`src/design/dhph_pkg.sv`:
```
`default_nettype none

package dhph_pkg;

	// Output speed limit in whole speed units
	localparam int OUT_LIMIT = 1000;
	// Same limit in Q16.16
	localparam longint OUT_CLAMP = longint'(OUT_LIMIT) * 65536;

	// Hold modes, also reported on the result word
	typedef enum logic [1:0] {
		MODE_STOP = 2'd0,
		MODE_WAIT = 2'd1,
		MODE_HOLD = 2'd2
	} mode_t;

	// Configuration register indexes
	typedef logic [3:0] cfg_index_t;
	localparam cfg_index_t REG_TILT_LIMIT        = 4'd0;
	localparam cfg_index_t REG_STOP_VELOCITY     = 4'd1;
	localparam cfg_index_t REG_STOP_COUNT_LIMIT  = 4'd2;
	localparam cfg_index_t REG_ERROR_RESET_LIMIT = 4'd3;
	localparam cfg_index_t REG_VELOCITY_CLAMP    = 4'd4;
	localparam cfg_index_t REG_PROP_GAIN         = 4'd5;
	localparam cfg_index_t REG_INT_GAIN          = 4'd6;
	localparam cfg_index_t REG_INT_LIMIT         = 4'd7;

	typedef logic [39:0] cfg_data_t;

	// Input word: start or control tick
	typedef struct packed {
		logic               cmd;
		logic signed [15:0] velocity;
		logic signed [15:0] pitch;
		logic        [31:0] now_us;
	} in_word_t;

	localparam logic CMD_START = 1'b0;

	// Result word
	typedef struct packed {
		logic signed [10:0] motor_speed;
		logic               stop_flag;
		mode_t              mode;
	} out_word_t;

	// Microcode
	typedef enum logic [3:0] {
		OP_STOP,
		OP_START,
		OP_WAIT,
		OP_VSUM,
		OP_CLR,
		OP_MINC,
		OP_ERR,
		OP_MHI,
		OP_MLO,
		OP_ACC,
		OP_INT,
		OP_OUT
	} op_t;

	typedef enum logic {
		G_INT,
		G_PROP
	} gsel_t;

	typedef enum logic {
		JC_NONE,
		JC_NO_RESET
	} jcond_t;

	typedef logic [3:0] step_t;

	typedef struct packed {
		op_t    op;
		gsel_t  gsel;
		jcond_t jcond;
		step_t  target;
		logic   done;
	} ctrl_word_t;

	// Program addresses
	localparam step_t U_STOP   = 4'd0;
	localparam step_t U_START  = 4'd1;
	localparam step_t U_WAIT   = 4'd2;
	localparam step_t U_VSUM   = 4'd3;
	localparam step_t U_CLR    = 4'd4;
	localparam step_t U_MINC   = 4'd5;
	localparam step_t U_ERR    = 4'd6;
	localparam step_t U_IMHI   = 4'd7;
	localparam step_t U_IMLO   = 4'd8;
	localparam step_t U_IACC   = 4'd9;
	localparam step_t U_INT    = 4'd10;
	localparam step_t U_PMHI   = 4'd11;
	localparam step_t U_PMLO   = 4'd12;
	localparam step_t U_PACC   = 4'd13;
	localparam step_t U_OUT    = 4'd14;

	// Control store
	function automatic ctrl_word_t ucode(input step_t step);
		ctrl_word_t cw;
		cw = '{op: OP_STOP, gsel: G_INT, jcond: JC_NONE, target: U_STOP, done: 1'b1};
		case (step)
			U_STOP:  cw = '{OP_STOP,  G_INT,  JC_NONE,     U_STOP, 1'b1};
			U_START: cw = '{OP_START, G_INT,  JC_NONE,     U_STOP, 1'b1};
			U_WAIT:  cw = '{OP_WAIT,  G_INT,  JC_NONE,     U_STOP, 1'b1};
			U_VSUM:  cw = '{OP_VSUM,  G_INT,  JC_NO_RESET, U_MINC, 1'b0};
			U_CLR:   cw = '{OP_CLR,   G_INT,  JC_NONE,     U_STOP, 1'b0};
			U_MINC:  cw = '{OP_MINC,  G_INT,  JC_NONE,     U_STOP, 1'b0};
			U_ERR:   cw = '{OP_ERR,   G_INT,  JC_NONE,     U_STOP, 1'b0};
			U_IMHI:  cw = '{OP_MHI,   G_INT,  JC_NONE,     U_STOP, 1'b0};
			U_IMLO:  cw = '{OP_MLO,   G_INT,  JC_NONE,     U_STOP, 1'b0};
			U_IACC:  cw = '{OP_ACC,   G_INT,  JC_NONE,     U_STOP, 1'b0};
			U_INT:   cw = '{OP_INT,   G_INT,  JC_NONE,     U_STOP, 1'b0};
			U_PMHI:  cw = '{OP_MHI,   G_PROP, JC_NONE,     U_STOP, 1'b0};
			U_PMLO:  cw = '{OP_MLO,   G_PROP, JC_NONE,     U_STOP, 1'b0};
			U_PACC:  cw = '{OP_ACC,   G_PROP, JC_NONE,     U_STOP, 1'b0};
			U_OUT:   cw = '{OP_OUT,   G_PROP, JC_NONE,     U_STOP, 1'b1};
			default: cw = '{OP_STOP,  G_INT,  JC_NONE,     U_STOP, 1'b1};
		endcase
		return cw;
	endfunction

endpackage

`default_nettype wire

```
`src/design/drive_halt_position_hold.sv`:
```
// Position hold for a drive halt.
// Input channel in_valid / in_stall / in_data carries one word per start or
// control tick; output channel out_valid / out_stall / out_data returns one
// result word for every input word, in order. Configuration registers are
// written through cfg_we / cfg_index / cfg_data; the user must write them
// only while the block is idle, which the block does not enforce. A word is
// taken when valid is high and stall is low at a rising edge. Each word
// runs a short microprogram on one shared 24x32 multiplier:
//   start, waiting and plain stop words: one step;
//   holding ticks: 11 steps (12 if the error is cleared), five multiplies.
// The result is registered by the last step. in_stall is high while
// a program runs; the next word is taken while a result still waits.
// If out_stall holds a result, the final step of the next word waits until
// the output register is free, so nothing is lost.
// arst_n clears the mode to plain stop, the controller state to zero, the
// registers to their defaults, and empties the output register.
`default_nettype none

module drive_halt_position_hold (
	input  wire logic                 clk,
	input  wire logic                 arst_n,
	input  wire logic                 in_valid,
	output logic                      in_stall,
	input  wire dhph_pkg::in_word_t   in_data,
	output logic                      out_valid,
	input  wire logic                 out_stall,
	output dhph_pkg::out_word_t       out_data,
	input  wire logic                 cfg_we,
	input  wire dhph_pkg::cfg_index_t cfg_index,
	input  wire dhph_pkg::cfg_data_t  cfg_data
);
	import dhph_pkg::*;

	// Configuration registers
	logic [14:0] tilt_q;
	logic [14:0] stop_vel_q;
	logic [7:0]  stop_lim_q;
	logic [39:0] err_lim_q;
	logic [14:0] vclamp_q;
	logic [31:0] pgain_q;
	logic [31:0] igain_q;
	logic [30:0] ilim_q;

	// Controller state
	mode_t              hold_mode_q;
	logic [7:0]         still_q;
	logic signed [47:0] perr_q;
	logic signed [31:0] integ_q;
	logic signed [15:0] lastv_q;
	logic [31:0]        lastt_q;

	// Sequencer
	logic       busy_q;
	step_t      step_q;
	step_t      step_d;
	step_t      entry;
	ctrl_word_t cw;
	logic       exec;
	logic       in_acc;

	// Datapath working registers
	in_word_t   in_q;
	logic [15:0] vsum_mag_q;
	logic        vsum_neg_q;
	logic [55:0] mul_q;
	logic [55:0] acc_q;
	logic [47:0] emag_q;
	logic        eneg_q;

	out_word_t  out_q;
	out_word_t  res;
	logic       out_valid_q;

	// Datapath nets
	logic signed [16:0] vel17;
	logic signed [16:0] vcl17;
	logic signed [16:0] vc17;
	logic signed [16:0] vsum17;
	logic [47:0]        perr_mag;
	logic               err_over;
	logic [23:0]        mul_a;
	logic [31:0]        mul_b;
	logic [55:0]        mul_p;
	logic [31:0]        gain;
	logic [47:0]        inc_mag;
	logic signed [49:0] inc_s;
	logic signed [49:0] e_sum;
	logic signed [47:0] e_sat;
	logic signed [57:0] term_adj;
	logic signed [57:0] integ_ext;
	logic signed [57:0] integ_sum;
	logic signed [57:0] ilim58;
	logic signed [57:0] integ_cl;
	logic signed [57:0] t_sum;
	logic signed [57:0] oclamp58;
	logic signed [57:0] t_cl;
	logic [27:0]        t_mag;
	logic [27:0]        t_rnd;
	logic [10:0]        spd_mag;
	logic signed [10:0] speed;
	logic [15:0]        vel_mag;
	logic [15:0]        pitch_mag;
	logic [7:0]         still_d;
	mode_t              start_mode;

	assign in_stall  = busy_q;
	assign in_acc    = in_valid && !busy_q;
	assign out_valid = out_valid_q;
	assign out_data  = out_q;

	assign cw   = ucode(step_q);
	// hold the final step while the output register is still occupied
	assign exec = busy_q && !(cw.done && out_valid_q && out_stall);

	// Pick the program entry from the word type and the current mode
	always_comb begin
		if (in_data.cmd == CMD_START) begin
			entry = U_START;
		end else begin
			case (hold_mode_q)
				MODE_WAIT: entry = U_WAIT;
				MODE_HOLD: entry = U_VSUM;
				default:   entry = U_STOP;
			endcase
		end
	end

	// Advance the step counter, taking conditional jumps
	always_comb begin
		priority if (cw.jcond == JC_NO_RESET && !err_over) begin
			step_d = cw.target;
		end else begin
			step_d = step_q + 4'd1;
		end
	end

	// Clamp velocity and sum with the previous sample
	always_comb begin
		vel17  = 17'(in_q.velocity);
		vcl17  = $signed({2'b00, vclamp_q});
		if (vel17 > vcl17) begin
			vc17 = vcl17;
		end else if (vel17 < -vcl17) begin
			vc17 = -vcl17;
		end else begin
			vc17 = vel17;
		end
		vsum17 = vc17 + 17'(lastv_q);
	end

	// Error magnitude against the clearing limit
	assign perr_mag = perr_q[47] ? 48'(-perr_q) : 48'(perr_q);
	assign err_over = perr_mag >= {8'b0, err_lim_q};

	// Shared multiplier operand selection
	assign gain = (cw.gsel == G_PROP) ? pgain_q : igain_q;
	always_comb begin
		case (cw.op)
			OP_MINC: begin
				mul_a = {8'b0, vsum_mag_q};
				mul_b = in_q.now_us - lastt_q;
			end
			OP_MHI: begin
				mul_a = emag_q[47:24];
				mul_b = gain;
			end
			default: begin
				mul_a = emag_q[23:0];
				mul_b = gain;
			end
		endcase
	end
	assign mul_p = {32'b0, mul_a} * {24'b0, mul_b};

	// Trapezoid increment, truncated toward zero, and saturated error
	always_comb begin
		inc_mag = mul_q[48:1];
		inc_s   = vsum_neg_q ? -$signed({2'b00, inc_mag}) : $signed({2'b00, inc_mag});
		e_sum   = 50'(perr_q) + inc_s;
		if (e_sum[49:47] == 3'b000 || e_sum[49:47] == 3'b111) begin
			e_sat = e_sum[47:0];
		end else if (e_sum[49]) begin
			e_sat = {1'b1, 47'b0};
		end else begin
			e_sat = {1'b0, {47{1'b1}}};
		end
	end

	// Gain term with the sign of the controller (minus the error's sign)
	always_comb begin
		term_adj  = eneg_q ? $signed({2'b00, acc_q}) : -$signed({2'b00, acc_q});
		integ_ext = 58'(integ_q);
		integ_sum = integ_ext + term_adj;
		ilim58    = $signed({27'b0, ilim_q});
		if (integ_sum > ilim58) begin
			integ_cl = ilim58;
		end else if (integ_sum < -ilim58) begin
			integ_cl = -ilim58;
		end else begin
			integ_cl = integ_sum;
		end
		t_sum    = integ_ext + term_adj;
		oclamp58 = 58'(OUT_CLAMP);
		if (t_sum > oclamp58) begin
			t_cl = oclamp58;
		end else if (t_sum < -oclamp58) begin
			t_cl = -oclamp58;
		end else begin
			t_cl = t_sum;
		end
		t_mag   = t_cl[57] ? 28'(-t_cl) : 28'(t_cl);
		t_rnd   = t_mag + 28'd32768;
		spd_mag = t_rnd[26:16];
		speed   = t_cl[57] ? -$signed(spd_mag) : $signed(spd_mag);
	end

	// Stopped-tick counting and start mode choice
	always_comb begin
		vel_mag   = in_q.velocity[15] ? 16'(-in_q.velocity) : 16'(in_q.velocity);
		pitch_mag = in_q.pitch[15] ? 16'(-in_q.pitch) : 16'(in_q.pitch);
		if (vel_mag <= {1'b0, stop_vel_q}) begin
			still_d = (still_q == 8'hFF) ? still_q : still_q + 8'd1;
		end else begin
			still_d = 8'd0;
		end
		start_mode = (pitch_mag > {1'b0, tilt_q}) ? MODE_WAIT : MODE_STOP;
	end

	// Result word of the final step
	always_comb begin
		res = '{motor_speed: 11'sd0, stop_flag: 1'b0, mode: MODE_STOP};
		case (cw.op)
			OP_START: res.mode = start_mode;
			OP_WAIT:  res.mode = MODE_WAIT;
			OP_OUT: begin
				res.motor_speed = speed;
				res.mode        = MODE_HOLD;
			end
			default:  res.stop_flag = 1'b1;
		endcase
	end

	// Write configuration registers
	always_ff @(posedge clk or negedge arst_n) begin
		if (!arst_n) begin
			tilt_q     <= 15'd500;
			stop_vel_q <= 15'd13;
			stop_lim_q <= 8'd10;
			err_lim_q  <= 40'd256000000;
			vclamp_q   <= 15'd128;
			pgain_q    <= 32'd0;
			igain_q    <= 32'd0;
			ilim_q     <= 31'd0;
		end else if (cfg_we) begin
			case (cfg_index)
				REG_TILT_LIMIT:        tilt_q     <= cfg_data[14:0];
				REG_STOP_VELOCITY:     stop_vel_q <= cfg_data[14:0];
				REG_STOP_COUNT_LIMIT:  stop_lim_q <= cfg_data[7:0];
				REG_ERROR_RESET_LIMIT: err_lim_q  <= cfg_data;
				REG_VELOCITY_CLAMP:    vclamp_q   <= cfg_data[14:0];
				REG_PROP_GAIN:         pgain_q    <= cfg_data[31:0];
				REG_INT_GAIN:          igain_q    <= cfg_data[31:0];
				REG_INT_LIMIT:         ilim_q     <= cfg_data[30:0];
				default: ;
			endcase
		end
	end

	// Run the sequencer
	always_ff @(posedge clk or negedge arst_n) begin
		if (!arst_n) begin
			busy_q <= 1'b0;
			step_q <= U_STOP;
		end else if (in_acc) begin
			busy_q <= 1'b1;
			step_q <= entry;
		end else if (exec) begin
			busy_q <= !cw.done;
			step_q <= step_d;
		end
	end

	// Update controller state
	always_ff @(posedge clk or negedge arst_n) begin
		if (!arst_n) begin
			hold_mode_q <= MODE_STOP;
			still_q     <= 8'd0;
			perr_q      <= 48'sd0;
			integ_q     <= 32'sd0;
			lastv_q     <= 16'sd0;
			lastt_q     <= 32'd0;
		end else if (exec) begin
			case (cw.op)
				OP_START: begin
					still_q     <= 8'd0;
					perr_q      <= 48'sd0;
					integ_q     <= 32'sd0;
					lastv_q     <= in_q.velocity;
					lastt_q     <= in_q.now_us;
					hold_mode_q <= start_mode;
				end
				OP_WAIT: begin
					still_q <= still_d;
					if (still_d >= stop_lim_q) begin
						hold_mode_q <= MODE_HOLD;
					end
					lastv_q <= in_q.velocity;
					lastt_q <= in_q.now_us;
				end
				OP_STOP:  hold_mode_q <= MODE_STOP;
				OP_CLR: begin
					perr_q  <= 48'sd0;
					integ_q <= 32'sd0;
				end
				OP_ERR:   perr_q  <= e_sat;
				OP_INT:   integ_q <= integ_cl[31:0];
				OP_OUT: begin
					lastv_q <= in_q.velocity;
					lastt_q <= in_q.now_us;
				end
				default: ;
			endcase
		end
	end

	// Capture the input word and step the working registers
	always_ff @(posedge clk) begin
		if (in_acc) begin
			in_q <= in_data;
		end
		if (exec) begin
			case (cw.op)
				OP_VSUM: begin
					vsum_mag_q <= vsum17[16] ? 16'(-vsum17) : 16'(vsum17);
					vsum_neg_q <= vsum17[16];
				end
				OP_MINC, OP_MHI: mul_q <= mul_p;
				OP_MLO: begin
					acc_q <= mul_q;
					mul_q <= mul_p;
				end
				OP_ACC:   acc_q <= acc_q + {24'b0, mul_q[55:24]};
				OP_ERR: begin
					emag_q <= e_sat[47] ? 48'(-e_sat) : 48'(e_sat);
					eneg_q <= e_sat[47];
				end
				default: ;
			endcase
		end
	end

	// Load and drain the output register
	always_ff @(posedge clk or negedge arst_n) begin
		if (!arst_n) begin
			out_valid_q <= 1'b0;
		end else if (exec && cw.done) begin
			out_valid_q <= 1'b1;
		end else if (!out_stall) begin
			out_valid_q <= 1'b0;
		end
	end

	always_ff @(posedge clk) begin
		if (exec && cw.done) begin
			out_q <= res;
		end
	end

`ifndef NO_ASSERTIONS
	a_accept_starts: assert property (@(posedge clk) disable iff (!arst_n)
		in_acc |=> busy_q)
		else $error("accepted word did not start the program");

	a_result_from_program: assert property (@(posedge clk) disable iff (!arst_n)
		$rose(out_valid_q) |-> $past(busy_q))
		else $error("result appeared without a running program");

	a_mode_code: assert property (@(posedge clk) disable iff (!arst_n)
		hold_mode_q != 2'd3)
		else $error("hold mode left the defined codes");

	a_speed_range: assert property (@(posedge clk) disable iff (!arst_n)
		out_valid_q |-> (out_q.motor_speed <= 11'(OUT_LIMIT)
			&& out_q.motor_speed >= -11'(OUT_LIMIT)))
		else $error("motor speed beyond limit");

	a_stop_word: assert property (@(posedge clk) disable iff (!arst_n)
		(out_valid_q && out_q.stop_flag) |->
			(out_q.mode == MODE_STOP && out_q.motor_speed == 11'sd0))
		else $error("stop word with speed or wrong mode");
`endif

endmodule

`default_nettype wire
```
`config.mk`:
```
export PLATFORM = sky130hd
export DESIGN_NAME = drive_halt_position_hold
export DESIGN_NICKNAME = d
export VERILOG_FILES = /design/src/design/dhph_pkg.sv /design/src/design/drive_halt_position_hold.sv
export SDC_FILE = /design/constraint.sdc
export NUM_CORES = 2
export LEC_CHECK = 0
export BUFFER_PORTS_ARGS = -buffer_cell sky130_fd_sc_hd__buf_4
export CAP_MARGIN = 20
export CELL_PAD_IN_SITES_DETAIL_PLACEMENT = 1
export CELL_PAD_IN_SITES_GLOBAL_PLACEMENT = 1
export CORE_MARGIN = 3
export CORE_UTILIZATION = 31
export DETAILED_ROUTE_END_ITERATION = 10
export PLACE_DENSITY_LB_ADDON = 0.1
export SLEW_MARGIN = 15
export SYNTH_ARGS = -nofsm -noshare
export SYNTH_HDL_FRONTEND = slang
export SYNTH_SLANG_ARGS = --single-unit
```
`constraint.sdc`:
```
create_clock -name clk -period 10.05 [get_ports clk]
set_input_delay 2.01 -clock clk [delete_from_list [all_inputs] [get_ports clk]]
set_output_delay 2.01 -clock clk [all_outputs]
set_load 0.005 [all_outputs]
```
* Word-level counts from Yosys, hierarchy flattened
Memories as Yosys holds them, arrays and structs flattened. Index checks and enable logic that the tools add are counted.
Storage, ports and cells: memories kept 1, memory bits (writable) 0, input bits 114, bits in latches 0, bits in read-only memories 144, word-level logic and storage cells 165, output and inout bits 16, bits in registers 588
Memory list:
- (no name shown) | words 16, width 9, read ports 1, clocked after memory_dff 0, wr ports 0, RTL line dhph_pkg.sv:104 | case (step)
Cells by class: div/mod/pow operators 0, multiplexer cells 40, $mul 1, equality and inequality tests 24, order comparisons 10, add/subtract/negate cells 19, bitwise gates (word level) 0, reductions and logical operators 40, shift operators 0
Operator list (count):
- 2-to-1 mux 58 bit | 3
- 2-to-1 mux 48 bit | 3
- 2-to-1 mux 32 bit | 4
- one-hot mux 56 bit (2 select lines) | 1
- negation 48 bit | 2
- one-hot mux 48 bit (2 select lines) | 1
- one-hot mux 32 bit (2 select lines) | 1
- adder 32 x 58 -> 58 bit | 1
- greater-than comparator 58 x 27 -> 1 bit (second input constant) | 1
- greater-than comparator 58 x 32 -> 1 bit | 1
- < comparator 58 x 27 -> 1 bit (second input constant) | 1
- < comparator 58 bit | 1
- negation 31 -> 58 bit | 1
- negation 56 -> 58 bit | 1
- adder 56 x 32 -> 56 bit | 1
- multiplier 24 x 32 -> 56 bit | 1
- adder 48 x 50 -> 50 bit | 1
- 2-to-1 mux 50 bit | 1
- negation 48 -> 50 bit | 1
- >= comparator 48 x 40 -> 1 bit | 1
- 2-to-1 mux 16 bit | 3
- negation 16 bit | 3
- one-hot mux 24 bit (2 select lines) | 1
- 2-to-1 mux 47 bit | 1
- other kinds (44) | 98

* Depth between registers and ports, before layout
word-level depth 11, gate-level depth with buffers 46

* Least setup slack after synthesis
No wires, ideal clock.
kind reg2reg, start point reg in_q[0] (netlist bit), end point reg mul_q[54], data pin, period minus slack after synthesis 10.012 ns, arrival time 9.746 ns, slack 0.038 ns, setup time 0.266 ns, stages on the path, launching flop included 41, cells stage by stage edfxtp_1 > inv_1 > ha_1 > inv_1 > fa_1 > a21o_1 > a21o_1 > a21boi_0 > o2111a_1 > o21a_1 > o211ai_1 > a31oi_1 > a2111oi_0 > o21a_1 > nor2_1 > o21bai_1 > a21oi_1 > xor2_1 > (+5 left out) > fa_1 > inv_1 > fa_1 > fa_1 > fa_1 > inv_1 > fa_1 > ha_1 > o211a_1 > o21ai_0 > o311ai_0 > a31oi_1 > a2111oi_0 > o21ai_0 > nand2b_1 > a31oi_1 > o41ai_1 > xnor2_1
Between the ends: cells in the longest elaborated chain, start to end 3
RTL lines:
- from (decl) | RTL line drive_halt_position_hold.sv:62 | in_word_t in_q;
- from (signal assigned) | RTL line drive_halt_position_hold.sv:329 | in_q <= in_data;
- subtractor 32 bit | RTL line drive_halt_position_hold.sv:161 | mul_b = in_q.now_us - lastt_q;
- 2-to-1 mux 32 bit | RTL line drive_halt_position_hold.sv:158 | case (cw.op)
- multiplier 24 x 32 -> 56 bit | RTL line drive_halt_position_hold.sv:173 | assign mul_p = {32'b0, mul_a} * {24'b0, mul_b};
- named net mul_p[54] | RTL line drive_halt_position_hold.sv:83 | logic [55:0] mul_p;
- to (signal assigned) | RTL line drive_halt_position_hold.sv:337 | OP_MINC, OP_MHI: mul_q <= mul_p;
- to (signal assigned) | RTL line drive_halt_position_hold.sv:340 | mul_q <= mul_p;
- to (decl) | RTL line drive_halt_position_hold.sv:65 | logic [55:0] mul_q;
The timed path passes the listed nets, and every way through them passes these cells. A chain may end at the register's enable or synchronous reset.

* Final worst setup path
Same ends and word-level chain as after synthesis.

==> flow_summary_export.csv <==
group,metric,value,unit
floorplan,fp.dieW,484.9,µm
routing,ant_nets,0,
floorplan,dieArea,235100,µm²
outcome,status,"completed",
global_route,grt_pass1_vias,65960,
min_path,holdPathEnd,"hold_mode_q[0]",
placement,globalplace.congestion,0.9000,
floorplan,ios,130,
cts,cts_root_buf,"clkbuf_16",
synthesis,synthesis.area,71090,µm²
critical_path,start_kind,"register",
critical_path,cp_max_fo,4,
critical_path,crit_type,"reg -> reg",
global_route,grt.total_usage,24.13,%
cells_and_area,multi_input_area,51030,µm²
sta,grt_setup_unrepaired,"true",
cts,clk_latency,0.72,ns
min_path,min_path_cells,2,
flow_run,max-cap-violations,0,
cts,ctsHoldBuffers,0,
critical_path,cp.required,10.48,ns
sta,fin_skew,0.05478,ns
cts,numCtsBuffers,80,
cells_and_area,nets,9902,
sta,worstMarginPinSlew,1.105,ns
sta,finalHoldViolations,0,
critical_path,r2r_slack,0.04,ns
floorplan,rows,175,
global_route,grt_max_degree,128,
floorplan,design.core.area,227700,µm²
cts,clock_path_buffers,3,
min_path,min_from,"hold_mode_q[0]",
cts,path_clk_slew,0.06,ns
placement,hpwl,234.4,mm
sta,period_share,99.59,%
cts,cts_tree,"done",
critical_path,cpMostUsedCell,"fa_1",
global_route,grt_pass1_wl,431.7,mm
critical_path,r2r_start,"in_q[0]",
synthesis,syn_inst,8111,
cells_and_area,drive_gt1_share,14.62,%
critical_path,cp.buffers_inverters,5,
floorplan,initial_utilization,31.22,%
routing,wl_per_cell,24.69,µm
routing,vias_per_cell,5.290,
cts,h-tree-depth,3,
sta,fin_crit,10.01,ns
placement,place_area,79340,µm²
critical_path,cpLargestDelayFamily,"adder cells",
synthesis,async_reset_ff_share,56.46,%
synthesis,synth_edf_count,256,
critical_path,arrival,10.44,ns
cells_and_area,fin_util,36.52,%
synthesis,yosys_warnings,0,
global_route,antenna_found_initial,20,
critical_path,reg2regPathDepth,40,
synthesis,ys_seq_area_share,22.53,%
min_path,hold_class,"reg -> reg",
synthesis,synth_ff_type,"dfrtp_1",
synthesis,ys_ff_latch,588,
placement,port_buffers,129,
routing,wirelength,286.9,mm
cells_and_area,stdcell_area,83160,µm²
critical_path,reg2reg_to,"mul_q[54]",
cells_and_area,register_area,16020,µm²
critical_path,critPathCaptureType,"register",
routing,vias,61470,
sta,relSlewSlack,25.86,%
routing,dr.pass1.iters,5,
floorplan,die_y,484.9,µm
global_route,grt-ovfl-total,0,
synthesis,synthesis.nets,9475,
cts,clock_sinks,588,
routing,drt_iter0_markers,3513,
routing,drc,0,
synthesis,synthDistinctLibCells,122,
critical_path,slowest_delay,0.59,ns
cells_and_area,nFillCells,26380,
sta,setup_viol,0,
sta,finalMaxSlewViolations,0,
synthesis,avgSynthCellArea,8.765,µm²
cells_and_area,syn2layout_area_growth,16.98,%
sta,fmax,0.09991,GHz
critical_path,cp_slowest_cell,"fa_2",
[metal layers]
metal	vias to the layer above	track usage, %	share of wire (%)
li1	28490	-	-
met1	31610	32.92	46
met2	1093	40.92	48
met3	283	2.285	3.9
met4	0	6.178	2.8
met5	-	0	0
[kinds of logic after synthesis]
kind of cell	count (synthesis)	synth area share, %
compound gates	1761	15.68
xor+xnor	485	6.005
fa+ha+maj	1251	29.02
buf+inv	1305	6.972
flops	588	22.53
mux	202	3.105
simple gates	2519	16.69
[how the worst max path moves through the flow]
stage / cells after the start / endpoint / slack, ns / startpoint
2_1_floorplan: 40 / mul_q[54] / 0.04 / in_q[0]
3_3_place_gp: 42 / mul_q[54] / -0.66 / in_q[0]
3_5_place_dp: 42 / mul_q[54] / -0.86 / in_q[0]
4_1_cts: 41 / mul_q[52] / 0.002 / in_q[0]
5_1_grt: 43 / mul_q[55] / -0.33 / in_q[0]
6_report: 40 / mul_q[54] / 0.04 / in_q[0]
[cells in the final DEF, fill, tap and decap left out, types with 137 or more instances in the layout]
| cell | n |
|---|---|
| nand2_1 | 998 |
| a21o_1 | 178 |
| nor2_1 | 534 |
| o21ai_0 | 463 |
| nand3_1 | 158 |
| nor3_1 | 142 |
| a21oi_1 | 437 |
| xor2_1 | 137 |
| ha_1 | 575 |
| dfrtp_1 | 313 |
| edfxtp_1 | 256 |
| buf_4 | 633 |
| fa_1 | 657 |
| xnor2_1 | 339 |
| inv_1 | 934 |
| mux2_2 | 144 |
[area by class of cell]
cell class / instances / share of cell area (%)
multi-input combinational: 6218 / 61.36
sequential: 588 / 19.26
timing repair buffer: 700 / 7.209
tap: 3009 / 4.527
inverter: 950 / 4.291
clock buffer: 103 / 2.645
clock inverter: 47 / 0.6816
antenna: 6 / 0.01806
[timing repair]
action | in CTS | in global routing
gates resized for setup | 60 | 103
pin swaps | 56 | 87
cloned | 0 | 2
buffers inserted | 15 | 20
setup endpoints to repair | 19 | 40
[flip-flops by register name (all words and copies together) (netlist names), 14 cells and up]
register	cells
lastt_q	32
emag_q	48
ilim_q	31
vclamp_q	15
in_q	64
out_data	14
lastv_q	16
pgain_q	32
tilt_q	15
perr_q	48
mul_q	56
stop_vel_q	15
acc_q	56
igain_q	32
integ_q	32
err_lim_q	40
vsum_mag_q	16
[stage by stage]
step	TNS [ns]	worst slack, ns	instances	hold slack [ns]
floorplan	0	0.03769	8111	0.4498
global placement	-5.215	-0.6620	11430	0.4717
detailed placement	-6.971	-0.8630	11430	0.4877
CTS	0	0.002395	11600	0.5017
global route	-2.373	-0.3256	11620	0.5157
finish	0	0.04083	11620	0.4937
[worst reg2reg max path, delay by kind of cell (launching register included)]
family / cells / cell delay, ns
mux: 1 / 0.15
simple gates: 2 / 0.23
fa+ha+maj: 10 / 4.29
buf+inv: 5 / 0.43
xor+xnor: 2 / 0.25
flops: 1 / 0.40
compound gates: 20 / 3.97
[synthesized netlist by cell type (37+ instances only)]
cell / n / area [µm²]
o31ai_1: 71 / 533.0
o21ai_0: 473 / 2367
a21oi_1: 458 / 2292
mux2i_1: 57 / 570.6
nor4_1: 47 / 294.0
nand4_1: 74 / 462.9
nand3_1: 163 / 815.8
nand2b_1: 74 / 462.9
xnor2_1: 345 / 3022
and3_1: 55 / 344.1
a21o_1: 178 / 1336
a22oi_1: 58 / 435.4
mux2_2: 144 / 1622
ha_1: 587 / 7345
o211ai_1: 39 / 292.8
fa_1: 663 / 13270
a211oi_1: 38 / 285.3
nor3_1: 146 / 730.7
dfrtp_1: 313 / 7833
and2_1: 51 / 319.1
xor2_1: 138 / 1209
clkbuf_1: 295 / 1107
nor2_1: 549 / 2061
o21ai_1: 52 / 260.3
nor2b_1: 98 / 613.1
a31oi_1: 37 / 231.5
inv_1: 944 / 3543
nand2_1: 1006 / 3776
or3_1: 72 / 450.4
o21a_1: 77 / 578.1
edfxtp_1: 256 / 7687
Power is not shown: default switching activity piles up to over one toggle a cycle in this logic, so the estimate is an artifact.
